<file path="src/hdl/fra_pkg.sv">
// ----------------------------------------------------------------------------
// fra_pkg
// Shared types and codes for the fraction reduce and accumulate block.
// ----------------------------------------------------------------------------
package fra_pkg;

    // divider operand pairs
    localparam logic [1:0] DIV_GCD = 2'd0;   // a % b
    localparam logic [1:0] DIV_NUM = 2'd1;   // num / g
    localparam logic [1:0] DIV_DEN = 2'd2;   // den / g

    // multiplier operand pairs
    localparam logic [1:0] MUL_SN_RD = 2'd0;
    localparam logic [1:0] MUL_SD_RN = 2'd1;
    localparam logic [1:0] MUL_SD_RD = 2'd2;

    typedef struct packed {
        logic       load;
        logic       div_start;
        logic [1:0] div_sel;
        logic       div_step;
        logic       gcd_next;
        logic       take_g;
        logic       take_rn;
        logic       take_rd;
        logic       pass_zoz;
        logic       mul_lo;
        logic       mul_hi;
        logic       mul_cmb;
        logic [1:0] mul_sel;
        logic       commit;
        logic       out_load;
    } t_cmd;

    typedef struct packed {
        logic b_zero;
        logic g_zero;
        logic ovf;
    } t_stat;

endpackage

</file>
<file path="src/hdl/fra_dp.sv">
// ----------------------------------------------------------------------------
// fra_dp
// Datapath: gcd registers, shared restoring divider, split multiplier,
// running sum and output register.
// ----------------------------------------------------------------------------
module fra_dp #(
    parameter int PART_WIDTH = 16
) (
    input  logic          i_clk,
    input  logic          i_rst_n,
    input  fra_pkg::t_cmd i_cmd,
    output fra_pkg::t_stat o_stat,
    input  logic [15:0]   i_num,
    input  logic [15:0]   i_den,
    input  logic          i_clr,
    output logic [159:0]  o_data,
    output logic [1:0]    o_user
);
    import fra_pkg::*;

    localparam int W = PART_WIDTH;

    logic [W-1:0] r_num, r_den, r_a, r_b, r_g, r_rn, r_rd;
    logic [W-1:0] r_rem, r_quo, r_dvs;
    logic [63:0]  r_sn, r_sd, r_t1, r_t2, r_nd;
    logic         r_ovf, r_fit, r_zoz;
    logic [31+W:0] r_plo, r_phi;
    logic [159:0] r_odata;
    logic [1:0]   r_ouser;

    logic [W:0]    w_shift;
    logic          w_ge;
    logic [W-1:0]  w_dvd, w_dvs;
    logic [63:0]   w_ma;
    logic [W-1:0]  w_mb;
    logic [31:0]   w_half;
    logic [31+W:0] w_prod;
    logic [63+W:0] w_full;
    logic          w_fits;
    logic [64:0]   w_nn;

    assign w_shift = {r_rem, r_quo[W-1]};
    assign w_ge    = (w_shift >= {1'b0, r_dvs});

    always_comb begin
        unique case (i_cmd.div_sel)
            DIV_NUM: begin w_dvd = r_num; w_dvs = r_g; end
            DIV_DEN: begin w_dvd = r_den; w_dvs = r_g; end
            default: begin w_dvd = r_a;   w_dvs = r_b; end
        endcase
    end

    always_comb begin
        unique case (i_cmd.mul_sel)
            MUL_SN_RD: begin w_ma = r_sn; w_mb = r_rd; end
            MUL_SD_RN: begin w_ma = r_sd; w_mb = r_rn; end
            default:   begin w_ma = r_sd; w_mb = r_rd; end
        endcase
    end

    assign w_half = i_cmd.mul_hi ? w_ma[63:32] : w_ma[31:0];
    assign w_prod = (32+W)'(w_half) * (32+W)'(w_mb);
    assign w_full = {r_phi, 32'b0} + (64+W)'(r_plo);
    assign w_fits = (w_full[63+W:64] == '0);
    assign w_nn   = {1'b0, r_t1} + {1'b0, r_t2};

    // running sum and flags
    always_ff @(posedge i_clk) begin
        if (!i_rst_n) begin
            r_sn  <= 64'd0;
            r_sd  <= 64'd1;
            r_ovf <= 1'b0;
        end else if (i_cmd.load && i_clr) begin
            r_sn  <= 64'd0;
            r_sd  <= 64'd1;
            r_ovf <= 1'b0;
        end else if (i_cmd.commit) begin
            if (r_fit && !w_nn[64]) begin
                r_sn <= w_nn[63:0];
                r_sd <= r_nd;
            end else begin
                r_ovf <= 1'b1;
            end
        end
    end

    always_ff @(posedge i_clk) begin
        if (i_cmd.load) begin
            r_num <= W'(i_num);
            r_den <= W'(i_den);
            r_a   <= W'(i_num);
            r_b   <= W'(i_den);
            r_zoz <= 1'b0;
            r_fit <= 1'b1;
        end
        if (i_cmd.gcd_next) begin
            r_a <= r_b;
            r_b <= r_rem;
        end
        if (i_cmd.take_g) r_g <= r_a;
        if (i_cmd.div_start) begin
            r_rem <= '0;
            r_quo <= w_dvd;
            r_dvs <= w_dvs;
        end else if (i_cmd.div_step) begin
            r_rem <= w_ge ? W'(w_shift - {1'b0, r_dvs}) : w_shift[W-1:0];
            r_quo <= {r_quo[W-2:0], w_ge};
        end
        if (i_cmd.take_rn) r_rn <= r_quo;
        if (i_cmd.take_rd) r_rd <= r_quo;
        if (i_cmd.pass_zoz) begin
            r_rn  <= r_num;
            r_rd  <= r_den;
            r_zoz <= 1'b1;
        end
        if (i_cmd.mul_lo) r_plo <= w_prod;
        if (i_cmd.mul_hi) r_phi <= w_prod;
        if (i_cmd.mul_cmb) begin
            r_fit <= r_fit & w_fits;
            unique case (i_cmd.mul_sel)
                MUL_SN_RD: r_t1 <= w_full[63:0];
                MUL_SD_RN: r_t2 <= w_full[63:0];
                default:   r_nd <= w_full[63:0];
            endcase
        end
        if (i_cmd.out_load) begin
            r_odata <= {r_sd, r_sn, 16'(r_rd), 16'(r_rn)};
            r_ouser <= {r_zoz, r_ovf};
        end
    end

    assign o_stat.b_zero = (r_b == '0);
    assign o_stat.g_zero = (r_g == '0);
    assign o_stat.ovf    = r_ovf;
    assign o_data = r_odata;
    assign o_user = r_ouser;

endmodule

</file>
<file path="src/hdl/fra_ctrl.sv">
// ----------------------------------------------------------------------------
// fra_ctrl
// Controller: sequences euclid steps, two divisions, the split products
// and the sum update; owns both handshakes.
// ----------------------------------------------------------------------------
module fra_ctrl #(
    parameter int PART_WIDTH = 16
) (
    input  logic           i_clk,
    input  logic           i_rst_n,
    input  logic           i_in_valid,
    output logic           o_in_ready,
    output logic           o_out_valid,
    input  logic           i_out_ready,
    input  fra_pkg::t_stat i_stat,
    output fra_pkg::t_cmd  o_cmd
);
    import fra_pkg::*;

    localparam int CW = $clog2(PART_WIDTH + 1);

    localparam logic [3:0] S_IDLE    = 4'd0;
    localparam logic [3:0] S_GCD_CHK = 4'd1;
    localparam logic [3:0] S_GCD_DIV = 4'd2;
    localparam logic [3:0] S_RED     = 4'd3;
    localparam logic [3:0] S_DIV_N   = 4'd4;
    localparam logic [3:0] S_DIV_D   = 4'd5;
    localparam logic [3:0] S_MUL_LO  = 4'd6;
    localparam logic [3:0] S_MUL_HI  = 4'd7;
    localparam logic [3:0] S_MUL_CMB = 4'd8;
    localparam logic [3:0] S_ADD     = 4'd9;
    localparam logic [3:0] S_DONE    = 4'd10;

    logic [3:0]    r_state, n_state;
    logic [CW-1:0] r_cnt, n_cnt;
    logic [1:0]    r_sel, n_sel;
    logic          r_ovalid, n_ovalid;
    logic          w_cnt_end;

    assign w_cnt_end = (r_cnt == CW'(PART_WIDTH));

    always_comb begin
        n_state  = r_state;
        n_cnt    = r_cnt;
        n_sel    = r_sel;
        n_ovalid = r_ovalid && !i_out_ready;
        o_cmd    = '0;
        o_cmd.mul_sel = r_sel;
        o_cmd.div_sel = DIV_GCD;
        unique case (r_state)
            S_IDLE: begin
                if (i_in_valid) begin
                    o_cmd.load = 1'b1;
                    n_state = S_GCD_CHK;
                end
            end
            S_GCD_CHK: begin
                n_cnt = '0;
                if (i_stat.b_zero) begin
                    o_cmd.take_g = 1'b1;
                    n_state = S_RED;
                end else begin
                    o_cmd.div_start = 1'b1;
                    n_state = S_GCD_DIV;
                end
            end
            S_GCD_DIV: begin
                if (w_cnt_end) begin
                    o_cmd.gcd_next = 1'b1;
                    n_state = S_GCD_CHK;
                end else begin
                    o_cmd.div_step = 1'b1;
                    n_cnt = r_cnt + 1'b1;
                end
            end
            S_RED: begin
                n_cnt = '0;
                if (i_stat.g_zero) begin
                    o_cmd.pass_zoz = 1'b1;
                    n_state = S_DONE;
                end else begin
                    o_cmd.div_sel = DIV_NUM;
                    o_cmd.div_start = 1'b1;
                    n_state = S_DIV_N;
                end
            end
            S_DIV_N: begin
                if (w_cnt_end) begin
                    o_cmd.take_rn = 1'b1;
                    o_cmd.div_sel = DIV_DEN;
                    o_cmd.div_start = 1'b1;
                    n_cnt = '0;
                    n_state = S_DIV_D;
                end else begin
                    o_cmd.div_step = 1'b1;
                    n_cnt = r_cnt + 1'b1;
                end
            end
            S_DIV_D: begin
                if (w_cnt_end) begin
                    o_cmd.take_rd = 1'b1;
                    n_sel = MUL_SN_RD;
                    n_state = i_stat.ovf ? S_DONE : S_MUL_LO;
                end else begin
                    o_cmd.div_step = 1'b1;
                    n_cnt = r_cnt + 1'b1;
                end
            end
            S_MUL_LO: begin
                o_cmd.mul_lo = 1'b1;
                n_state = S_MUL_HI;
            end
            S_MUL_HI: begin
                o_cmd.mul_hi = 1'b1;
                n_state = S_MUL_CMB;
            end
            S_MUL_CMB: begin
                o_cmd.mul_cmb = 1'b1;
                if (r_sel == MUL_SD_RD) begin
                    n_state = S_ADD;
                end else begin
                    n_sel = r_sel + 1'b1;
                    n_state = S_MUL_LO;
                end
            end
            S_ADD: begin
                o_cmd.commit = 1'b1;
                n_state = S_DONE;
            end
            S_DONE: begin
                // wait for the previous beat to leave the output register
                if (!r_ovalid || i_out_ready) begin
                    o_cmd.out_load = 1'b1;
                    n_ovalid = 1'b1;
                    n_state = S_IDLE;
                end
            end
            default: n_state = S_IDLE;
        endcase
    end

    always_ff @(posedge i_clk) begin
        if (!i_rst_n) begin
            r_state  <= S_IDLE;
            r_cnt    <= '0;
            r_sel    <= MUL_SN_RD;
            r_ovalid <= 1'b0;
        end else begin
            r_state  <= n_state;
            r_cnt    <= n_cnt;
            r_sel    <= n_sel;
            r_ovalid <= n_ovalid;
        end
    end

    assign o_in_ready  = (r_state == S_IDLE);
    assign o_out_valid = r_ovalid;

endmodule

</file>
<file path="src/hdl/fraction_reduce_accumulate_top.sv">
// ----------------------------------------------------------------------------
// fraction_reduce_accumulate_top
// Reduces each fraction by its gcd (euclid) and adds it to an unreduced
// running sum with a sticky 64-bit overflow flag.
//
//   channel  direction  tdata (low bit up)                tuser
//   s        in         numerator 16, denominator 16      clear_sum
//   m        out        reduced num 16, reduced den 16,   overflow, zero_over_zero
//                       total num 64, total den 64
//
// one beat at a time; with W = PART_WIDTH, an item runs E euclid remainder
// steps and two reductions, then the split products and the sum update
// (skipped once the overflow flag is set); a 0/0 input skips the reductions and the sum update
// each division runs on the shared W-step restoring divider
// synchronous active-low reset; sum restarts at 0/1, no clearing pass
// a stalled result sits in the output register while the next beat is worked
// ----------------------------------------------------------------------------
module fraction_reduce_accumulate_top #(
    parameter int PART_WIDTH = 16
) (
    input  logic         i_clk,
    input  logic         i_rst_n,
    input  logic         i_s_tvalid,
    output logic         o_s_tready,
    input  logic [31:0]  i_s_tdata,   // numerator, denominator
    input  logic [0:0]   i_s_tuser,   // clear_sum
    output logic         o_m_tvalid,
    input  logic         i_m_tready,
    output logic [159:0] o_m_tdata,   // red num, red den, total num, total den
    output logic [1:0]   o_m_tuser    // overflow, zero_over_zero
);
    import fra_pkg::*;

    t_cmd  w_cmd;
    t_stat w_stat;

    fra_ctrl #(.PART_WIDTH(PART_WIDTH)) u_ctrl (
        .i_clk       (i_clk),
        .i_rst_n     (i_rst_n),
        .i_in_valid  (i_s_tvalid),
        .o_in_ready  (o_s_tready),
        .o_out_valid (o_m_tvalid),
        .i_out_ready (i_m_tready),
        .i_stat      (w_stat),
        .o_cmd       (w_cmd)
    );

    fra_dp #(.PART_WIDTH(PART_WIDTH)) u_dp (
        .i_clk   (i_clk),
        .i_rst_n (i_rst_n),
        .i_cmd   (w_cmd),
        .o_stat  (w_stat),
        .i_num   (i_s_tdata[15:0]),
        .i_den   (i_s_tdata[31:16]),
        .i_clr   (i_s_tuser[0]),
        .o_data  (o_m_tdata),
        .o_user  (o_m_tuser)
    );

    // one item in flight: after an accepted beat ready drops
    a_one_in_flight: assert property (@(posedge i_clk) disable iff (!i_rst_n)
        i_s_tvalid && o_s_tready |=> !o_s_tready)
        else $error("input accepted while busy");

    // 0/0 is passed through as 0/0
    a_zoz_zero: assert property (@(posedge i_clk) disable iff (!i_rst_n)
        o_m_tvalid && o_m_tuser[1] |-> o_m_tdata[31:0] == 32'd0)
        else $error("zero over zero with nonzero fraction");

    // the sum update and an input accept never share a cycle
    a_commit_idle: assert property (@(posedge i_clk) disable iff (!i_rst_n)
        w_cmd.commit |-> !o_s_tready)
        else $error("sum update while idle");

endmodule
</file>
<file path="config.mk">
export PLATFORM = sky130hd
export DESIGN_NAME = fraction_reduce_accumulate_top
export DESIGN_NICKNAME = d
export VERILOG_FILES = /design/src/hdl/fra_pkg.sv /design/src/hdl/fra_dp.sv /design/src/hdl/fra_ctrl.sv /design/src/hdl/fraction_reduce_accumulate_top.sv
export SDC_FILE = /design/constraint.sdc
export NUM_CORES = 2
export LEC_CHECK = 0
export BUFFER_PORTS_ARGS = -buffer_cell sky130_fd_sc_hd__buf_2
export CORE_ASPECT_RATIO = 0.5
export CORE_UTILIZATION = 63
export CTS_CLUSTER_DIAMETER = 50
export CTS_CLUSTER_SIZE = 30
export DETAILED_ROUTE_END_ITERATION = 8
export MAX_ROUTING_LAYER = met4
export PLACE_DENSITY_LB_ADDON = 0.12
export SYNTH_ARGS = -nofsm -noshare
export SYNTH_HDL_FRONTEND = slang
export SYNTH_SLANG_ARGS = --single-unit
</file>
<file path="constraint.sdc">
create_clock -name i_clk -period 16.3 [get_ports i_clk]
set_input_delay 1.63 -clock i_clk [delete_from_list [all_inputs] [get_ports i_clk]]
set_output_delay 1.63 -clock i_clk [all_outputs]
set_load 0.005 [all_outputs]
</file>
* After elaboration in Yosys (flattened, before gate mapping)
Cells that the tools add are included.
** Word-level totals
- Flip-flop bits (word level) :: 753
- Input bits :: 37
- Word-level logic and storage cells :: 151
** Cells by class
- Add/subtract/negate cells :: 5
- Multipliers :: 1
- Order comparisons :: 1
- Equal/unequal tests :: 22
- Multiplexer cells :: 59
- Bitwise logic cells :: 4
- Reduce and logical (&&, ||, !) cells :: 33
** Operators by type and width (number)
- $mux W16 :: 13
- $add A80 B48 Y80 :: 1
- $add A64 B64 Y65 :: 1
- $mux W64 :: 1
- $logic_not A16 Y1 :: 3
- $mul A32 B16 Y48 :: 1
- $pmux W4 S11 :: 1
- $mux W32 :: 1
- $mux W4 :: 8
- $pmux W16 S2 :: 1
- $mux W1 :: 24
- $ge A17 B16 Y1 :: 1
- $eq A4 B3 Y1 const B :: 4
- $sub A16 B16 Y16 :: 1
- $pmux W5 S3 :: 1
- $eq A4 B4 Y1 const B :: 3
- $reduce_and A2 Y1 :: 6
- $reduce_bool A2 Y1 :: 6
- $mux W5 :: 2
- $reduce_or A2 Y1 :: 5
- $eq A4 B2 Y1 const B :: 2
- $ne A2 B1 Y1 const B :: 4
- $pmux W2 S2 :: 2
- $mux W3 :: 2
- other kinds (20) :: 31

* Logic depth before layout (Yosys ltp)
- Word-level depth :: 6
- Depth in mapped cells :: 34
- Mapped depth without buffers :: 31

* By module
Synthesis repeated with hierarchy kept, for this count alone.
** Second synthesis, totals
- Cell total of the unflattened synthesis :: 4512
- Area total of the unflattened synthesis :: 48690.4 sq um
** Modules (own cells, without submodules)
- fra_dp :: instances 1, cells an instance 4383, area each 47692.0 sq um
- fra_ctrl :: instances 1, cells an instance 129, area each 998.5 sq um

* Worst setup path before layout
Ideal clock, no wire load.
- Kind :: input to register
- Start point :: input i_m_tready
- End point :: register u_dp.r_odata[0], in the netlist u_dp.o_data[0], enable pin
- Library setup time :: 0.883 ns
- Arrival time :: 12.594 ns
- Data required time :: 15.417 ns
- Path slack :: 2.823 ns
- Cell stages on the path :: 2
- Cells stage by stage :: nor2b_1 -> nor3_1
** RTL lines
- start: declaration :: RTL line fraction_reduce_accumulate_top.sv:28 : input logic i_m_tready,
- end signal: assignment :: RTL line fra_dp.sv:127 : r_odata <= {r_sd, r_sn, 16'(r_rd), 16'(r_rn)};
- end: declaration :: RTL line fra_dp.sv:28 : logic [159:0] r_odata;

* Final worst setup path
- Start point :: register u_ctrl.r_state[0]
- End point :: register u_dp.r_plo[40] (data pin)
** Between the ends
- Longest elaborated chain between the ends :: 4
** RTL lines
- start: declaration :: RTL line fra_ctrl.sv:34 : logic [3:0] r_state, n_state;
- start signal: assignment :: RTL line fra_ctrl.sv:149 : r_state <= n_state;
- $eq A4 B3 Y1 :: RTL line fra_ctrl.sv:50 : unique case (r_state)
- $mux W1 :: RTL line fra_ctrl.sv:50
- $mux W32 :: RTL line fra_dp.sv:61 : assign w_half = i_cmd.mul_hi ? w_ma[63:32] : w_ma[31:0];
- $mul A32 B16 Y48 :: RTL line fra_dp.sv:62 : assign w_prod = (32+W)'(w_half) * (32+W)'(w_mb);
- named net u_dp.w_prod[40] :: RTL line fra_dp.sv:37 : logic [31+W:0] w_prod;
- end signal: assignment :: RTL line fra_dp.sv:116 : if (i_cmd.mul_lo) r_plo <= w_prod;
- end: declaration :: RTL line fra_dp.sv:27 : logic [31+W:0] r_plo, r_phi;
The timed path passes the listed nets, and every way through them passes these cells.
A chain may end at the register's enable or synchronous reset.

==> flow_summary.toml <==
[run_status]
status = "completed"

[sta]
fin_crit_ns = 10.11
fin_crit_sh_pct = 62.0
drv_slew = 0
clock_skew_ns = 0.0404
rsz0062_at_grt = "false"
tightest_slew_ns = 1.31
hold_viol = 0
setup_viol = 0
fmax_mhz = 98.9
finalSetupTns_ns = 0
maxSlewHeadroom_pct = 12.2

[clocking]
ctsHoldBuffers = 0
path_clk_slew_ns = 0.11
clock_sinks = 753
clkLatencyLatePin_ns = 0.66
cts_tree = "done"
htreeDepth = 2
clockBufferDepth = 3
cts-root-buf = "clkbuf_16"
cts_resized = 0
cts_buffers = 40
cts_setup_buffers = 0

[final_layout]
area_growth_pct = 6.97
seq_area_um2 = 21000
finish.utilization_pct = 68.5
stdcell_area_um2 = 51800
final_cells = 5660
finalNetCount = 5285
nFillCells = 5783
multiInputGateArea_um2 = 24700
layout-drive-gt1-share_pct = 9.73

[job]
max-cap-violations = 0

[synthesis]
synth_top_family_by_area = "adder cells"
synth.distinct_cells = 101
ys_ff_latch = 753
synth_seq_area_share_pct = 43.4
synth_top_cell_area_share_pct = 36.9
syn-mean-instance-area_um2 = 10.7
synth.area.top_cells = "edfxtp_1 37%, fa_1 17%, dfxtp_1 6.5%"
postSynth.asyncResetShare_pct = 0
netlist_instances = 4503
netlist_area_um2 = 48400
synth_nets = 5184
synth_edf_count = 595
synth_compound_area_share_pct = 9.36
post_synth_fa_ha_maj_area_fraction_pct = 23.2
synthSimpleGateAreaFrac_pct = 12.8
synth_top_area_cell = "edfxtp_1"
synth.area.mux_share_pct = 2.83
synth_xor_area_share_pct = 2.62
synthFlopType = "edfxtp_1"
yosys_warnings = 0

[power_and_ir_drop]
power.share.clock_pct = 30.5
power.leakage_uw = 0.0210
p_sw_uw = 1170
powerDensity_nw_per_um2 = 79.3
p_sw_share_pct = 28.6
seqPwrFrac_pct = 55.8
power.internal_uw = 2930
comb_power_share_pct = 13.7
ir_drop_v = 0.000110

[critical_path]
crit_top_cell = "fa_1"
cp.required_ns = 16.68
path_depth = 30
slowest_delay_ns = 0.72
crit_path_max_fanout = 55
crit_arrival_ns = 10.50
worstSetupStartpointType = "flip-flop"
cp-end-kind = "flip-flop"
reg2reg_depth = 30
path_delay_family = "adder cells"
crit_buf_inv = 7
path_class = "flip-flop to flip-flop"
worst_path_max_delay_cell = "buf_4"

[floorplan]
io_pins = 201
initial_utilization_pct = 64.0
die-area_um2 = 78000
coreArea_um2 = 75600
rows = 71
fp.dieW_um = 394
die_h_um = 198

[global_routing]
first_global_vias = 34800
grt_pass1_wl_um = 211000
grt_antenna_before_repair = 6
grt.overflow.total = 0
grt_max_degree = 77
grtUsageTotal_pct = 37.6

[min_path]
holdCritPathClass = "flip-flop to flip-flop"
holdPathStages = 0

[routing]
wl_um = 141000
drc = 0
firstDrtPassIters = 6
antenna_left = 0
viasPerCell = 6.10
dr_total_vias = 34500
drt_iter0_drc = 3413
avgRoutedWirePerCell_um = 24.9

[placed_design]
post-place-cells = 5584
dp_hpwl_um = 108000
io_buffers = 200
place_area_um2 = 50300
gp_congestion = 1.03
[power groups by stage]
| stage | combinational [uW] | sequential, uW | clock [uW] |
|---|---|---|---|
| 5_1_grt | 629 | 2300 | 1320 |
| 2_1_floorplan | 417 | 2290 | 0 |
| 6_report | 564 | 2290 | 1250 |
| 3_5_place_dp | 563 | 2330 | 0 |
| 4_1_cts | 565 | 2290 | 1260 |
| 3_3_place_gp | 549 | 2330 | 0 |
[layer usage]
metal | up-vias | share of wire [%] | global-route usage, % | wire length [um]
met1 | 17300 | 40 | 49.2 | 56500
met3 | 277 | 11 | 9.42 | 15300
li1 | 15300 | - | - | -
met2 | 1594 | 46 | 58.7 | 64800
met4 | 0 | 3.1 | 10.7 | 4300
met5 | - | 0 | - | 0
[path summary, 6_finish.rpt]
kind / start / endpoint / slack [ns]
min: u_dp.r_zoz / u_dp.o_user[1] / 0.44
max: u_ctrl.r_state[0] / u_dp.r_plo[40] / 6.19
min reg2reg: u_dp.r_zoz / u_dp.o_user[1] / 0.44
max reg2reg: u_ctrl.r_state[0] / u_dp.r_plo[40] / 6.19
[Yosys cell counts (10+ instances only)]
cell      number
a211oi_1      19
a21boi_0      10
a21o_1        81
a21oi_1      271
a22oi_1       18
a31oi_1       23
and2_1        85
and3_1        21
buf_2         22
buf_4         10
clkbuf_1     139
dfxtp_1      158
edfxtp_1     595
fa_1         421
ha_1         223
inv_1        502
mux2_2        60
mux2i_1       31
mux4_2        15
nand2_1      829
nand2b_1      16
nand3_1       89
nand4_1       40
nor2_1       253
nor2b_1       25
nor3_1        25
nor4_1        10
o211ai_1      16
o21a_1        34
o21ai_0       92
o21ai_1       39
o21bai_1      30
o31ai_1       10
xnor2_1       94
xor2_1        51
[registers in the layout, summed over array words and instances (netlist names), 2 cells and up]
name and count:
u_dp.r_rd 16, u_dp.r_a 16, u_dp.r_sn 64, u_dp.r_rn 16
u_dp.r_rem 16, u_ctrl.r_cnt 5, u_dp.r_num 16, u_dp.o_user 2
u_dp.r_t2 64, u_dp.r_b 16, u_ctrl.r_state 4, u_dp.r_phi 48
u_dp.r_plo 48, u_dp.r_den 16, u_dp.r_g 16, u_dp.r_dvs 16
u_dp.o_data 160, u_dp.r_sd 64, u_dp.r_nd 64, u_ctrl.r_sel 2
u_dp.r_t1 64, u_dp.r_quo 16
[layout by cell type, fill, tap and decap left out, types with 41 or more instances in the layout]
cell type / n
a21o_1: 81
fa_1: 421
buf_2: 200
nand2_1: 828
o21ai_0: 91
inv_1: 502
nand3_1: 88
clkbuf_16: 41
mux2_2: 60
xnor2_1: 94
buf_4: 49
edfxtp_1: 595
nor2_1: 251
and2_1: 85
xor2_1: 51
a21oi_1: 271
ha_1: 221
dfxtp_1: 158
[cell type report]
cell class | count | share of cell area [%]
multi-input combinational | 3055 | 47.8
clock buffer | 47 | 2.04
sequential | 753 | 40.6
timing repair buffer | 249 | 2.64
inverter | 505 | 3.67
tap | 1022 | 2.47
antenna | 3 | 0.0145
clock inverter | 26 | 0.795
[metrics by stage]
step | setup WS [ns] | hold slack [ns] | power [uW]
global placement | 6.51 | 0.417 | 2880
CTS | 6.25 | 0.441 | 4110
detailed placement | 6.32 | 0.416 | 2900
global route | 5.62 | 0.466 | 4250
floorplan | 2.82 | 0.408 | 2710
finish | 6.19 | 0.439 | 4110
[kinds of logic (layout without fill, tap and decap cells)]
logic type	count (synthesis)	count (layout)
AND/OR/NAND/NOR	1438	1438
flip-flops	753	753
AO/OA/AOI/OAI	718	718
buffers and inverters	695	827
adder cells (fa/ha/maj)	644	644
XOR/XNOR	145	145
multiplexers	110	110
other	0	3
No activity file was read; power rests on OpenSTA's default activity.
